`config.mk`:
```
export PLATFORM = sky130hd
export DESIGN_NAME = http_request_tokenizer
export DESIGN_NICKNAME = d
export VERILOG_FILES = /design/src/hdl/hrt_pkg.sv /design/src/hdl/http_request_tokenizer.sv /design/src/hdl/hrt_parse.sv
export SDC_FILE = /design/constraint.sdc
export NUM_CORES = 1
export LEC_CHECK = 0
export ABC_AREA = 1
export BUFFER_PORTS_ARGS = -buffer_cell sky130_fd_sc_hd__buf_2
export CORE_MARGIN = 2
export CORE_UTILIZATION = 49
export CTS_CLUSTER_SIZE = 40
export DETAILED_ROUTE_END_ITERATION = 8
export HOLD_SLACK_MARGIN = 0.03
export MAX_ROUTING_LAYER = met4
export PLACE_DENSITY = 0.71
export SYNTH_ARGS = -nofsm -noshare
export SYNTH_HDL_FRONTEND = slang
export SYNTH_SLANG_ARGS = --single-unit
```
`constraint.sdc`:
```
create_clock -name i_clk -period 3 [get_ports i_clk]
set_input_delay 0.3 -clock i_clk [delete_from_list [all_inputs] [get_ports i_clk]]
set_output_delay 0.3 -clock i_clk [all_outputs]
set_load 0.005 [all_outputs]
```
`src/hdl/hrt_pkg.sv`:
```
// Package for the HTTP request tokenizer: sizes, codes, and the types of
// the parser state and of one result item. Depends on nothing else.
package hrt_pkg;

    localparam int METHOD_BUFFER = 16;
    localparam int URI_BUFFER    = 256;
    localparam int BODY_BUFFER   = 1024;
    localparam int LINE_LIMIT    = METHOD_BUFFER + URI_BUFFER + 16;

    localparam int LINE_W = $clog2(LINE_LIMIT + 2);
    localparam int TLEN_W = $clog2((METHOD_BUFFER > URI_BUFFER) ? METHOD_BUFFER : URI_BUFFER);
    localparam int BODY_W = $clog2(BODY_BUFFER);

    localparam int BODY_LEN_W   = 10;
    localparam int BODY_LEN_MAX = (1 << BODY_LEN_W) - 1;

    localparam logic [7:0] CH_NUL   = 8'h00;
    localparam logic [7:0] CH_LF    = 8'h0A;
    localparam logic [7:0] CH_CR    = 8'h0D;
    localparam logic [7:0] CH_SPACE = 8'h20;
    localparam logic [7:0] CH_TAB   = 8'h09;

    typedef enum logic [3:0] {
        PH_LINE = 4'b0001,
        PH_HEAD = 4'b0010,
        PH_BODY = 4'b0100,
        PH_BAD  = 4'b1000
    } t_phase;

    typedef enum logic [1:0] {
        TM_NONE   = 2'd0,
        TM_CR     = 2'd1,
        TM_CRLF   = 2'd2,
        TM_CRLFCR = 2'd3
    } t_term;

    typedef enum logic [1:0] {
        KIND_METHOD = 2'd0,
        KIND_URI    = 2'd1,
        KIND_BODY   = 2'd2,
        KIND_STATUS = 2'd3
    } t_kind;

    typedef struct packed {
        t_phase              phase;
        logic [LINE_W-1:0]   line_length;
        logic [1:0]          token_number;
        logic [TLEN_W-1:0]   token_length;
        logic                inside_token;
        t_term               term;
        logic [BODY_W-1:0]   body_count;
    } t_state;

    typedef struct packed {
        t_kind                  kind;
        logic [7:0]             data;
        logic                   malformed;
        logic [BODY_LEN_W-1:0]  body_length;
        logic                   last;
    } t_result;

    localparam t_state STATE_RESET = '{
        phase:        PH_LINE,
        line_length:  '0,
        token_number: 2'd0,
        token_length: '0,
        inside_token: 1'b0,
        term:         TM_NONE,
        body_count:   '0
    };

endpackage

```
`src/hdl/http_request_tokenizer.sv`:
```
// Top level of the HTTP request tokenizer: input register, parser state,
// result register and handshakes. Depends on hrt_pkg and hrt_parse.
//
//   channel  direction  handshake           payload
//   input    in         i_valid / o_ready   i_data_byte
//   result   out        o_valid / i_ready   o_result_kind, o_result_byte,
//                                           o_malformed, o_body_length, o_last
//
// One byte per cycle is accepted into the input register while o_ready is high;
// its result, if any, is loaded into the result register when that byte advances.
// The parser state register updates at the same edge as the result register.
// A synchronous active-low reset clears the state to the start of a request.
// When the result is not taken, the input register holds one more byte and
// o_ready drops until the result register frees.
module http_request_tokenizer (
    input  logic                            i_clk,
    input  logic                            i_rst_n,
    input  logic                            i_valid,
    output logic                            o_ready,
    input  logic [7:0]                      i_data_byte,
    output logic                            o_valid,
    input  logic                            i_ready,
    output logic [1:0]                      o_result_kind,
    output logic [7:0]                      o_result_byte,
    output logic                            o_malformed,
    output logic [hrt_pkg::BODY_LEN_W-1:0]  o_body_length,
    output logic                            o_last
);
    import hrt_pkg::*;

    logic     r_in_valid;
    logic [7:0] r_in_byte;
    t_state   r_state;
    t_state   n_state;
    logic     r_out_valid;
    t_result  r_out;
    t_result  n_out;
    logic     n_has_result;
    logic     w_advance;

    assign w_advance = r_in_valid && (!r_out_valid || i_ready);
    assign o_ready   = !r_in_valid || w_advance;

    hrt_parse u_parse (
        .i_state      (r_state),
        .i_byte       (r_in_byte),
        .o_state      (n_state),
        .o_result     (n_out),
        .o_has_result (n_has_result)
    );

    always_ff @(posedge i_clk) begin
        if (!i_rst_n) begin
            r_in_valid  <= 1'b0;
            r_out_valid <= 1'b0;
            r_state     <= STATE_RESET;
        end else begin
            if (i_valid && o_ready) begin
                r_in_valid <= 1'b1;
            end else if (w_advance) begin
                r_in_valid <= 1'b0;
            end
            if (w_advance) begin
                r_state     <= n_state;
                r_out_valid <= n_has_result;
            end else if (i_ready) begin
                r_out_valid <= 1'b0;
            end
        end
    end

    always_ff @(posedge i_clk) begin
        if (i_valid && o_ready) begin
            r_in_byte <= i_data_byte;
        end
        if (w_advance) begin
            r_out <= n_out;
        end
    end

    assign o_valid       = r_out_valid;
    assign o_result_kind = r_out.kind;
    assign o_result_byte = r_out.data;
    assign o_malformed   = r_out.malformed;
    assign o_body_length = r_out.body_length;
    assign o_last        = r_out.last;

    a_token_count: assert property (@(posedge i_clk) disable iff (!i_rst_n)
        r_state.token_number <= 2'd2)
        else $error("token count exceeds two");

    a_body_cap: assert property (@(posedge i_clk) disable iff (!i_rst_n)
        32'(r_state.body_count) <= BODY_BUFFER - 1)
        else $error("body count exceeds cap");

    a_end_resets: assert property (@(posedge i_clk) disable iff (!i_rst_n)
        w_advance && r_in_byte == CH_NUL |=>
            r_state.phase == PH_LINE && r_state.line_length == '0 &&
            r_state.body_count == '0 && o_valid && o_last)
        else $error("request end did not restore state or give status");

    a_last_is_status: assert property (@(posedge i_clk) disable iff (!i_rst_n)
        r_out_valid && r_out.last |-> r_out.kind == KIND_STATUS)
        else $error("last flag on a non-status item");

    a_body_phase: assert property (@(posedge i_clk) disable iff (!i_rst_n)
        r_out_valid && r_out.kind == KIND_BODY |-> r_state.phase == PH_BODY)
        else $error("body item outside body phase");

endmodule

```
`src/hdl/hrt_parse.sv`:
```
// Next-state and result logic of the tokenizer for one request byte.
// Purely combinational; depends on hrt_pkg.
module hrt_parse (
    input  hrt_pkg::t_state  i_state,
    input  logic [7:0]       i_byte,
    output hrt_pkg::t_state  o_state,
    output hrt_pkg::t_result o_result,
    output logic             o_has_result
);
    import hrt_pkg::*;

    logic                 w_crlf;
    logic                 w_space;
    logic                 w_bad_end;
    logic [1:0]           w_tok_after;
    logic [TLEN_W-1:0]    w_cur_len;
    logic [TLEN_W-1:0]    w_limit;
    logic [BODY_W-1:0]    w_len_src;

    always_comb begin
        o_state      = i_state;
        o_result     = '0;
        o_has_result = 1'b0;
        w_crlf       = (i_byte == CH_LF) &&
                       (i_state.term == TM_CR || i_state.term == TM_CRLFCR);
        w_space      = (i_byte == CH_SPACE) || (i_byte >= CH_TAB && i_byte <= CH_CR);
        w_bad_end    = (i_state.phase == PH_LINE) || (i_state.phase == PH_BAD);
        w_tok_after  = i_state.token_number + {1'b0, i_state.inside_token};
        w_cur_len    = i_state.inside_token ? i_state.token_length : '0;
        w_limit      = (i_state.token_number == 2'd0) ? TLEN_W'(METHOD_BUFFER - 1)
                                                       : TLEN_W'(URI_BUFFER - 1);
        w_len_src    = w_bad_end ? '0 : i_state.body_count;

        if (i_byte == CH_NUL) begin
            o_result.kind      = KIND_STATUS;
            o_result.malformed = w_bad_end;
            o_result.last      = 1'b1;
            if (32'(w_len_src) > BODY_LEN_MAX) begin
                o_result.body_length = BODY_LEN_W'(BODY_LEN_MAX);
            end else begin
                o_result.body_length = BODY_LEN_W'(w_len_src);
            end
            o_has_result = 1'b1;
            o_state      = STATE_RESET;
        end else begin
            if (i_byte == CH_CR) begin
                o_state.term = (i_state.term == TM_CRLF) ? TM_CRLFCR : TM_CR;
            end else if (i_byte == CH_LF && i_state.term == TM_CR) begin
                o_state.term = TM_CRLF;
            end else begin
                o_state.term = TM_NONE;
            end

            case (i_state.phase)
                PH_LINE: begin
                    if (w_crlf) begin
                        o_state.token_number = w_tok_after;
                        o_state.inside_token = 1'b0;
                        if (32'(i_state.line_length) >= LINE_LIMIT + 1 ||
                            w_tok_after < 2'd2) begin
                            o_state.phase = PH_BAD;
                        end else begin
                            o_state.phase = PH_HEAD;
                        end
                    end else begin
                        if (32'(i_state.line_length) <= LINE_LIMIT) begin
                            o_state.line_length = i_state.line_length + 1'b1;
                        end
                        if (w_space) begin
                            o_state.token_number = w_tok_after;
                            o_state.inside_token = 1'b0;
                        end else if (i_state.token_number < 2'd2) begin
                            o_state.inside_token = 1'b1;
                            if (w_cur_len >= w_limit) begin
                                o_state.token_length = w_cur_len;
                                o_state.phase        = PH_BAD;
                            end else begin
                                o_state.token_length = w_cur_len + 1'b1;
                                o_result.kind = (i_state.token_number == 2'd0) ? KIND_METHOD
                                                                               : KIND_URI;
                                o_result.data = i_byte;
                                o_has_result  = 1'b1;
                            end
                        end
                    end
                end
                PH_HEAD: begin
                    if (w_crlf && i_state.term == TM_CRLFCR) begin
                        o_state.phase = PH_BODY;
                    end
                end
                PH_BODY: begin
                    if (32'(i_state.body_count) < BODY_BUFFER - 1) begin
                        o_state.body_count = i_state.body_count + 1'b1;
                        o_result.kind      = KIND_BODY;
                        o_result.data      = i_byte;
                        o_has_result       = 1'b1;
                    end
                end
                default: begin
                end
            endcase
        end
    end

endmodule

```
==> flow_summary.json, run 1 <==
{
  "worst_setup_path_start_kind": "flip-flop",
  "post_cts_buffers": 0,
  "drc": 0,
  "fillers": 667,
  "first_pass_iters": 4,
  "critPathLaunch": "r_state[12]$_SDFFE_PN0P_",
  "ctsHtreeMaxLevel": 3,
  "cts_resized": 0,
  "die_h_um": 90.2,
  "intPower_uw": 1530,
  "fin_setup_tns_ps": 0,
  "p_sw_frac": 0.253,
  "ios": 36,
  "leakage_uw": 0.00167,
  "numCtsBuffers": 9,
  "dieArea_mm2": 0.00813,
  "num_vias": 3101,
  "cts_tree": "done",
  "grt_pass1_wl_mm": 13.1,
  "finalSetupViolations": 0,
  "grt_antenna_before_repair": 0,
  "hold_violations": 0,
  "regArea_mm2": 0.00166,
  "holdBufCountCts": 0,
  "synth_cells": 472,
  "area_delta_synth_final_pct": 13.1,
  "drtIter0Drc": 167,
  "overflow": 0,
  "endpoint": "o_result_byte[4]$_SDFFCE_PP0P_",
  "synth_cell_types": 35,
  "rsz0062_at_grt": "false",
  "max_freq_ghz": 0.463,
  "via_per_inst": 5.05,
  "coreArea_mm2": 0.00721,
  "multi_input_area_mm2": 0.00174,
  "grt_max_degree": 30,
  "clkPwrFrac": 0.417,
  "outcome": "completed",
  "detailed_place_hpwl_mm": 5.34,
  "reg2regPathDepth": 10,
  "vdd_drop_max_mv": 0.289,
  "p_sw_uw": 518,
  "n_antenna_cell": 0,
  "regToRegStartpoint": "r_state[12]$_SDFFE_PN0P_",
  "totalWireLength_mm": 7.53,
  "die_w_um": 90.2,
  "placement.cell_area_mm2": 0.00389,
  "ctsRootBufferMaster": "clkbuf_8",
  "track_usage": 0.202,
  "drive_gt1_frac": 0.175,
  "final.min_clock_period_ps": 2160,
  "insertion_delay_ps": 350,
  "synth_fp_nets": 491,
  "io_buffers": 35,
  "post_drt_wl_per_cell_um": 12.3,
  "worstReg2RegEnd": "o_result_byte[4]$_SDFFCE_PP0P_",
  "worstSetupPathType": "reg -> reg",
  "synth-seq-area-share": 0.457,
  "cp-end-kind": "flip-flop",
  "yosysWarnings": 0,
  "clockBufferDepth": 2,
  "yosys_register_bits": 68,
  "rrSetupSlack_ps": 840,
  "core.rowCount": 31,
  "hold_class": "in -> reg",
  "clk_pin_slew_ps": 80,
  "final_nets": 529,
  "avgSynthCellArea_um2": 7.71,
  "ant_nets": 0,
  "start_util": 0.504,
  "grt_pass1_vias": 3008,
  "worstMarginPinSlew_ps": 593,
  "cap_violations": 0,
  "skew_ps": 11.8,
  "stdcell_area_mm2": 0.00412,
  "combPwrFrac": 0.084,
  "timing.final.crit_share": 0.721,
  "synthesis.area_mm2": 0.00364,
  "power_uw": 2050,
  "critPathArrivalTime_ps": 2260,
  "worst_ep_required_time_ps": 3100,
  "cp_max_fo": 11,
  "globalplace.congestion": 0.962,
  "slew_violations": 0,
  "clkSinkCount": 68,
  "seqPwrFrac": 0.499,
  "p_per_area_mw_per_mm2": 498,
  "max-slew-margin-rel": 0.604,
  "holdPathStages": 1
}
sequential cells by signal (all words and copies together), names as in the netlist:
signal	cells
o_malformed	1
o_valid	1
o_result_kind	2
r_in_byte	8
o_last	1
r_state	36
r_in_valid	1
o_result_byte	8
o_body_length	10
cells in the mapped netlist:
master,count,area [µm²]
a21boi_0,2,15.0
a21boi_1,1,7.51
a21oi_1,43,215
a21oi_2,2,17.5
buf_1,2,7.51
buf_2,2,10.0
buf_4,2,15.0
buf_6,1,11.3
clkbuf_1,2,7.51
dfxtp_1,38,761
edfxtp_1,30,901
ha_1,7,87.6
inv_1,41,154
inv_2,9,33.8
nand2_1,119,447
nand2_2,8,50.1
nand2_4,4,45.0
nand3_1,37,185
nand3_2,3,30.0
nand3_4,1,17.5
nand4_1,7,43.8
nor2_1,64,240
nor2_2,5,31.3
nor2_4,2,22.5
nor3_1,9,45.0
nor3_2,3,30.0
nor4_1,1,6.26
o211ai_1,1,7.51
o21ai_0,4,20.0
o21ai_1,4,20.0
o21ai_2,1,8.76
o31ai_1,1,7.51
or2_1,1,6.26
xnor2_1,2,17.5
xor2_1,13,114
cell usage in the layout (no fill, tap or decap), types with 3 or more instances in the layout:
master    netlist  layout
dfxtp_1        38      38
nor2_1         64      64
nand2_1       119     119
nand3_2         3       3
nand2_2         8       8
xor2_1         13      13
ha_1            7       7
nand4_1         7       7
edfxtp_1       30      30
inv_1          41      41
nand2_4         4       4
nor3_2          3       3
o21ai_1         4       4
buf_2           2      35
inv_2           9       9
clkbuf_8        0       9
nand3_1        37      37
nor3_1          9       9
a21oi_1        43      43
nor2_2          5       5
o21ai_0         4       4
per-stage QoR:
| stage | cells | setup slack [ps] | hold slack, ps | utilization |
|---|---|---|---|---|
| global route | 614 | 581 | 112 | 0.570 |
| global placement | 598 | 954 | 457 | 0.540 |
| floorplan | 472 | 1220 | 399 | - |
| CTS | 614 | 862 | 119 | 0.570 |
| detailed placement | 598 | 875 | 459 | 0.540 |
| finish | 614 | 838 | 123 | 0.570 |
how the worst min path moves through the flow:
stage / startpoint / end / slack, ps
finish: i_data_byte[6] / r_in_byte[6]$_DFFE_PP_ / 120
global route: i_data_byte[5] / r_in_byte[5]$_DFFE_PP_ / 110
CTS: i_data_byte[7] / r_in_byte[7]$_DFFE_PP_ / 120
detailed placement: r_state[13]$_SDFFE_PN0P_ / r_state[13]$_SDFFE_PN0P_ / 460
global placement: r_state[31]$_SDFFE_PN0P_ / r_state[31]$_SDFFE_PN0P_ / 460
floorplan: i_data_byte[0] / r_in_byte[0]$_DFFE_PP_ / 400
cell families (layout without fill, tap and decap cells):
| group | count (synthesis) | count (layout) | share of synthesized area |
|---|---|---|---|
| flip-flops | 68 | 68 | 0.457 |
| buffers and inverters | 59 | 102 | 0.0657 |
| AND/OR/NAND/NOR | 264 | 264 | 0.330 |
| AO/OA/AOI/OAI | 59 | 59 | 0.0877 |
| adder cells (fa/ha/maj) | 7 | 7 | 0.0241 |
| XOR/XNOR | 15 | 15 | 0.0361 |
power groups by stage:
stage / sequential [µW] / clock (µW) / combinational (µW)
detailed placement: 1040 / 0 / 172
global route: 1030 / 903 / 197
floorplan: 1040 / 0 / 127
CTS: 1020 / 861 / 173
finish: 1020 / 855 / 172
global placement: 1040 / 0 / 168
layer usage:
metal | vias to the layer above | routed length [µm] | track usage
met5 | - | 0 | -
met3 | 8 | 316 | 0.0486
met1 | 1405 | 3510 | 0.240
li1 | 1616 | - | -
met4 | 0 | 76 | 0.0821
met2 | 72 | 3630 | 0.330
worst max-delay path, stage by stage (launching register included):
cell and delay [ps]:
dfxtp_1 530, nand2_1 150, inv_1 110, ha_1 250, nand4_1 140, nand2_1 140
nand3_4 120, nand2_4 140, inv_2 80, nand2_2 160, a21oi_1 100
area by class of cell:
cell class              count  area share
multi-input cells         345       0.422
flip-flops and latches     68       0.404
inverters                  50      0.0456
repair buffers             36      0.0444
clock buffers               9      0.0301
well taps                  99      0.0301
clock inverters             7      0.0237
Power figures use the tool's default switching activity.
==> run 2: changes to the inputs <==
Settings changed: ABC_AREA 1 to 0.
Clock period 3 ns to 2.3 ns, I/O delays scaled along.
==> flow_summary.json, run 2 <==
{
  "crit_family": "simple AND/OR/NAND/NOR gates",
  "final_nets": 396,
  "async_reset_ff_frac": 0,
  "wl_met1_mm": 3.13,
  "p_per_area_mw_per_mm2": 620,
  "route.met3.wl_um": 214,
  "clk_pin_slew_ps": 70,
  "via_per_inst": 5.39,
  "timing.hold.ws_ps": 56.1,
  "ctsRootBufferMaster": "clkbuf_8",
  "drc": 0,
  "clockBufferDepth": 2,
  "synth_cells": 327,
  "combPwrFrac": 0.058,
  "coreArea_mm2": 0.00679,
  "crit_chain": "or2_4, inv_1, ha_1, or3b_1, o221a_2, o311ai_4, or3b_4, and2_4, nor2b_2",
  "stdcell_area_mm2": 0.00397,
  "crit_buf_inv": 1,
  "critical-path-max-stage-delay_ps": 350,
  "io_buffers": 35,
  "totalWireLength_mm": 6.70,
  "detailed_place_hpwl_mm": 4.87,
  "cap_violations": 0,
  "seqPwrFrac": 0.538,
  "drive_gt1_frac": 0.243,
  "p_sw_uw": 547,
  "critPathArrivalTime_ps": 2280,
  "yosys-top-cells-count": "38 x dfxtp_1, 35 x nor2_1, 30 x edfxtp_1, 25 x nand2_1, 16 x nand3_1",
  "timing.final.crit_share": 0.947,
  "yosysWarnings": 0,
  "worst_ep_required_time_ps": 2400,
  "fillers": 586,
  "cp_slowest_cell": "or3b_1",
  "hold_class": "in -> reg",
  "grt_max_degree": 24,
  "ios": 36,
  "core.rowCount": 30,
  "area_delta_synth_final_pct": 15.9,
  "overflow": 0,
  "die_h_um": 87.6,
  "track_usage": 0.202,
  "intPower_uw": 1910,
  "worstSetupPathType": "reg -> reg",
  "skew_ps": 9.87,
  "wl_met2_mm": 3.17,
  "worst_slack_ps": 121,
  "finalSetupViolations": 0,
  "top_register": "r_state",
  "final_common_cell": "dfxtp_1",
  "synth_top_cell_by_area": "edfxtp_1",
  "p_sw_frac": 0.222,
  "avgSynthCellArea_um2": 10.5,
  "leakage_uw": 0.00149,
  "num_vias": 2576,
  "grt_pass1_wl_mm": 11.7,
  "top_layer": "met4",
  "yosys_register_bits": 68,
  "synthesis.area_mm2": 0.00343,
  "clkSinkCount": 68,
  "hold_violations": 0,
  "worst_setup_path_start_kind": "flip-flop",
  "post_drt_wl_per_cell_um": 14.0,
  "synth_most_common_cell": "dfxtp_1",
  "start_util": 0.504,
  "rsz0062_at_grt": "false",
  "die_w_um": 87.6,
  "max-slew-margin-rel": 0.640,
  "rrSetupSlack_ps": 120,
  "insertion_delay_ps": 340,
  "grt_antenna_before_repair": 0,
  "synth_area_leaders": "edfxtp_1 26%, dfxtp_1 22%, nor2_1 3.8%, xnor2_1 2.8%, and2_1 2.7%",
  "drtIter0Drc": 131,
  "synth_fp_nets": 346,
  "cp-end-kind": "flip-flop",
  "ctsHtreeMaxLevel": 3,
  "final_cell_mix": "38 x dfxtp_1, 35 x buf_2, 34 x nor2_1, 30 x edfxtp_1, 25 x nand2_1",
  "worstMarginPinSlew_ps": 532,
  "synth-seq-area-share": 0.485,
  "first_pass_iters": 4,
  "fin_setup_tns_ps": 0,
  "final.min_clock_period_ps": 2180,
  "yosys.area.top_type_share": 0.263,
  "numCtsBuffers": 9,
  "place_ws_ps": 84.0,
  "slew_violations": 0,
  "vdd_drop_max_mv": 0.361,
  "ys.flop_type": "dfxtp_1",
  "ant_nets": 0,
  "cp_max_fo": 8,
  "n_antenna_cell": 0,
  "post_cts_buffers": 0,
  "largest_reg_flops": 36,
  "outcome": "completed",
  "cts_tree": "done",
  "grt_pass1_vias": 2554,
  "clkPwrFrac": 0.404,
  "globalplace.congestion": 0.854,
  "max_freq_ghz": 0.459,
  "placement.cell_area_mm2": 0.00376,
  "synth_edf_count": 30,
  "synth_cell_types": 69,
  "dieArea_mm2": 0.00768
}
==> run 2: power groups by stage <==
| stage | registers (µW) | logic, µW | clock network (µW) |
|---|---|---|---|
| 2_1_floorplan | 1350 | 82.6 | 0 |
| 3_3_place_gp | 1350 | 139 | 0 |
| 3_5_place_dp | 1350 | 143 | 0 |
| 4_1_cts | 1320 | 144 | 1020 |
| 5_1_grt | 1330 | 160 | 1070 |
| 6_report | 1320 | 142 | 994 |
==> run 2: kinds of logic (layout without fill, tap and decap cells) <==
family / count (synthesis) / after routing / synth area share
compound gates: 55 / 55 / 0.124
xor+xnor: 17 / 17 / 0.0435
fa+ha+maj: 7 / 7 / 0.0256
buf+inv: 20 / 75 / 0.0270
flops: 68 / 68 / 0.485
mux: 5 / 5 / 0.0146
simple gates: 155 / 155 / 0.280
==> run 2: metrics by stage <==
stage,std cells,utilization,power [µW]
floorplan,327,-,1430
global placement,462,0.554,1490
detailed placement,462,0.554,1490
CTS,478,0.583,2490
global route,478,0.584,2560
finish,478,0.584,2460
==> run 2: final timing paths <==
kind	startpoint	end	depth (start not counted)
setup / recovery	r_state[22]$_SDFFE_PN0P_	o_result_byte[0]$_SDFFCE_PP0P_	9
hold / removal	i_data_byte[4]	r_in_byte[4]$_DFFE_PP_	1
setup reg to reg	r_state[22]$_SDFFE_PN0P_	o_result_byte[0]$_SDFFCE_PP0P_	9
hold reg to reg	r_state[13]$_SDFFE_PN0P_	r_state[13]$_SDFFE_PN0P_	1
==> run 2: cell type report <==
type / count / area, µm² / area share
Sequential cell: 68 / 1660 / 0.419
Inverter: 14 / 57.6 / 0.0145
Multi-Input combinational cell: 239 / 1680 / 0.422
Tap cell: 96 / 120 / 0.0303
Timing Repair Buffer: 45 / 250 / 0.0631
Clock buffer: 12 / 155 / 0.0391
Clock inverter: 4 / 47.5 / 0.0120
==> run 2: repair_timing <==
action / 4_1_cts / 5_1_grt
hold endpoints to repair: 0 / 0
gates resized for setup: 0 / 3
hold buffers: 0 / 0
setup endpoints to repair: 0 / 9
==> run 2: worst register-to-register path, delay by kind of cell, from the launching register on <==
family	cells	cell delay, ps
simple gates	5	1140
flops	1	310
compound gates	2	290
fa+ha+maj	1	150
buf+inv	1	60
==> run 2: per-layer routing <==
metal,global-route usage,vias up
li1,-,1295
met2,0.315,41
met3,0.0452,14
met4,0.0951,0
met5,-,-
met1,0.248,1226
==> run 3: changes to the inputs <==
Settings changed: CORE_UTILIZATION 49 to 53, PLACE_DENSITY 0.71 to 0.79.
Clock period 2.3 ns to 1.95 ns, I/O delays scaled along.
==> flow_summary.json, run 3 (same netlist as run 2, synthesis figures left out) <==
{
  "p_sw_frac": 0.234,
  "dp_cells": 466,
  "clk_pin_slew_ps": 80,
  "drive_gt1_frac": 0.387,
  "globalplace.congestion": 0.933,
  "clkPwrFrac": 0.414,
  "final_cells": 506,
  "track_usage": 0.248,
  "cts_tree": "done",
  "io_buffers": 35,
  "grt_pass1_vias": 2907,
  "grt_max_degree": 22,
  "max_freq_ghz": 0.466,
  "cap_violations": 0,
  "worst_ep_required_time_ps": 2060,
  "largest_reg_flops": 36,
  "grt_antenna_before_repair": 0,
  "final_cell_mix": "41 x buf_4, 37 x buf_2, 35 x dfxtp_1, 32 x nor2_1, 30 x edfxtp_1",
  "worstReg2RegEnd": "o_result_byte[0]$_SDFFCE_PP0P_",
  "worstMarginPinSlew_ps": 612,
  "drc": 0,
  "detailed_place_hpwl_mm": 5.37,
  "critPathArrivalTime_ps": 2260,
  "grt_pass1_wl_mm": 13.6,
  "regToRegStartpoint": "r_in_byte[3]$_DFFE_PP_",
  "die_h_um": 84.4,
  "finalSetupViolations": 36,
  "overflow": 0,
  "top_register": "r_state",
  "totalWireLength_mm": 8.73,
  "combPwrFrac": 0.079,
  "n_antenna_cell": 0,
  "reg2regPathDepth": 7,
  "rrSetupSlack_ps": -200,
  "rsz0062_at_grt": "true",
  "placement.cell_area_mm2": 0.00393,
  "die_w_um": 84.4,
  "ios": 36,
  "clockBufferDepth": 2,
  "numCtsBuffers": 9,
  "cp_max_fo": 8,
  "worst_slack_ps": -198,
  "p_sw_uw": 719,
  "core.rowCount": 29,
  "drtIter0Drc": 274,
  "endpoint": "o_result_byte[0]$_SDFFCE_PP0P_",
  "ctsHtreeMaxLevel": 3,
  "vdd_drop_max_mv": 0.500,
  "slew_violations": 0,
  "insertion_delay_ps": 350,
  "timing.hold.ws_ps": 67.1,
  "worstSetupPathType": "reg -> reg",
  "stdcell_area_mm2": 0.00453,
  "final_common_cell": "buf_4",
  "violations": "negative setup slack",
  "max-slew-margin-rel": 0.589,
  "ant_nets": 0,
  "ctsRootBufferMaster": "clkbuf_8",
  "post_drt_wl_per_cell_um": 17.3,
  "crit_chain": "buf_4, or4b_4, nand2_2, a221oi_2, or3b_4, and2_4, nor2b_2",
  "clkSinkCount": 68,
  "cp-end-kind": "flip-flop",
  "timing.final.crit_share": 1.10,
  "p_per_area_mw_per_mm2": 679,
  "skew_ps": 5.54,
  "start_util": 0.543,
  "fin_setup_tns_ps": -4090,
  "critical-path-max-stage-delay_ps": 560,
  "hold_class": "in -> reg",
  "via_per_inst": 5.86,
  "hold_violations": 0,
  "final.min_clock_period_ps": 2150,
  "final_nets": 443,
  "intPower_uw": 2360,
  "area_delta_synth_final_pct": 32.2,
  "seqPwrFrac": 0.507,
  "outcome": "complete, but fails checks",
  "num_vias": 2966,
  "coreArea_mm2": 0.00631,
  "fillers": 434,
  "dieArea_mm2": 0.00712,
  "leakage_uw": 0.00177,
  "power_uw": 3080,
  "cp_slowest_cell": "or4b_4",
  "critPathLaunch": "r_in_byte[3]$_DFFE_PP_",
  "worst_setup_path_start_kind": "flip-flop",
  "first_pass_iters": 4
}
[run 3: cell types whose count changed in the layout (fill, tap and decap cells not counted), moves of 3 or more]
cell / before / now
a21oi_1: 12 / 7
dlygate4sd3_1: 0 / 8
nor3_1: 10 / 5
dfxtp_1: 38 / 35
dfxtp_2: 0 / 3
nor3_2: 0 / 4
o21ai_2: 0 / 6
a21oi_2: 0 / 5
buf_4: 10 / 41
o21ai_0: 13 / 9
buf_6: 0 / 6
[run 3: cell type report]
cell class	instances	area, µm²	share of cell area
sequential	68	1670	0.368
inverter	14	57.6	0.0127
clock buffer	9	124	0.0273
timing repair buffer	92	641	0.141
tap	77	96.3	0.0213
clock inverter	7	91.3	0.0202
multi-input combinational	239	1850	0.409
[run 3: worst min-delay path by stage]
stage                   start                       to  slack [ps]  cells after the start
2_1_floorplan  i_data_byte[0]   r_in_byte[0]$_DFFE_PP_         290                      0
3_3_place_gp   i_data_byte[6]   r_in_byte[6]$_DFFE_PP_         370                      1
3_5_place_dp   i_data_byte[4]   r_in_byte[4]$_DFFE_PP_         370                      1
4_1_cts               i_valid  r_in_valid$_SDFFE_PN0P_          60                      3
5_1_grt               i_valid  r_in_valid$_SDFFE_PN0P_          80                      3
6_report              i_valid  r_in_valid$_SDFFE_PN0P_          70                      3
[run 3: what timing repair did]
item | in CTS | in global routing
cloned | 1 | 1
buffers inserted | 12 | 3
pin swaps | 19 | 21
endpoints found under the setup margin | 34 | 56
hold buffers | 8 | 0
resized for setup | 17 | 35
hold endpoints to repair | 8 | 0
[run 3: layer usage]
layer / wire, µm / up-vias / GRT usage
li1: - / 1395 / -
met3: 500 / 22 / 0.0669
met2: 4530 / 113 / 0.411
met1: 3530 / 1436 / 0.284
met5: 0 / - / -
met4: 174 / 0 / 0.107
[run 3: stage by stage]
step            util  worst slack (ps)
6_report       0.717              -198
5_1_grt        0.717              -239
4_1_cts        0.692              -130
3_5_place_dp   0.623              -164
3_3_place_gp   0.623             -70.2
2_1_floorplan      -              -203
[run 3: worst max-delay path, delay by kind of cell, from the launching register on]
family,cells,cell delay [ps]
AO/OA/AOI/OAI,1,70
AND/OR/NAND/NOR,5,1210
flip-flops,1,440
buffers and inverters,1,180
[run 3: power by group through the flow]
stage	Combinational (µW)	Clock (µW)	Sequential, µW
5_1_grt	263	1340	1560
3_3_place_gp	178	0	1590
6_report	243	1270	1560
2_1_floorplan	97.3	0	1590
4_1_cts	218	1280	1560
3_5_place_dp	185	0	1590
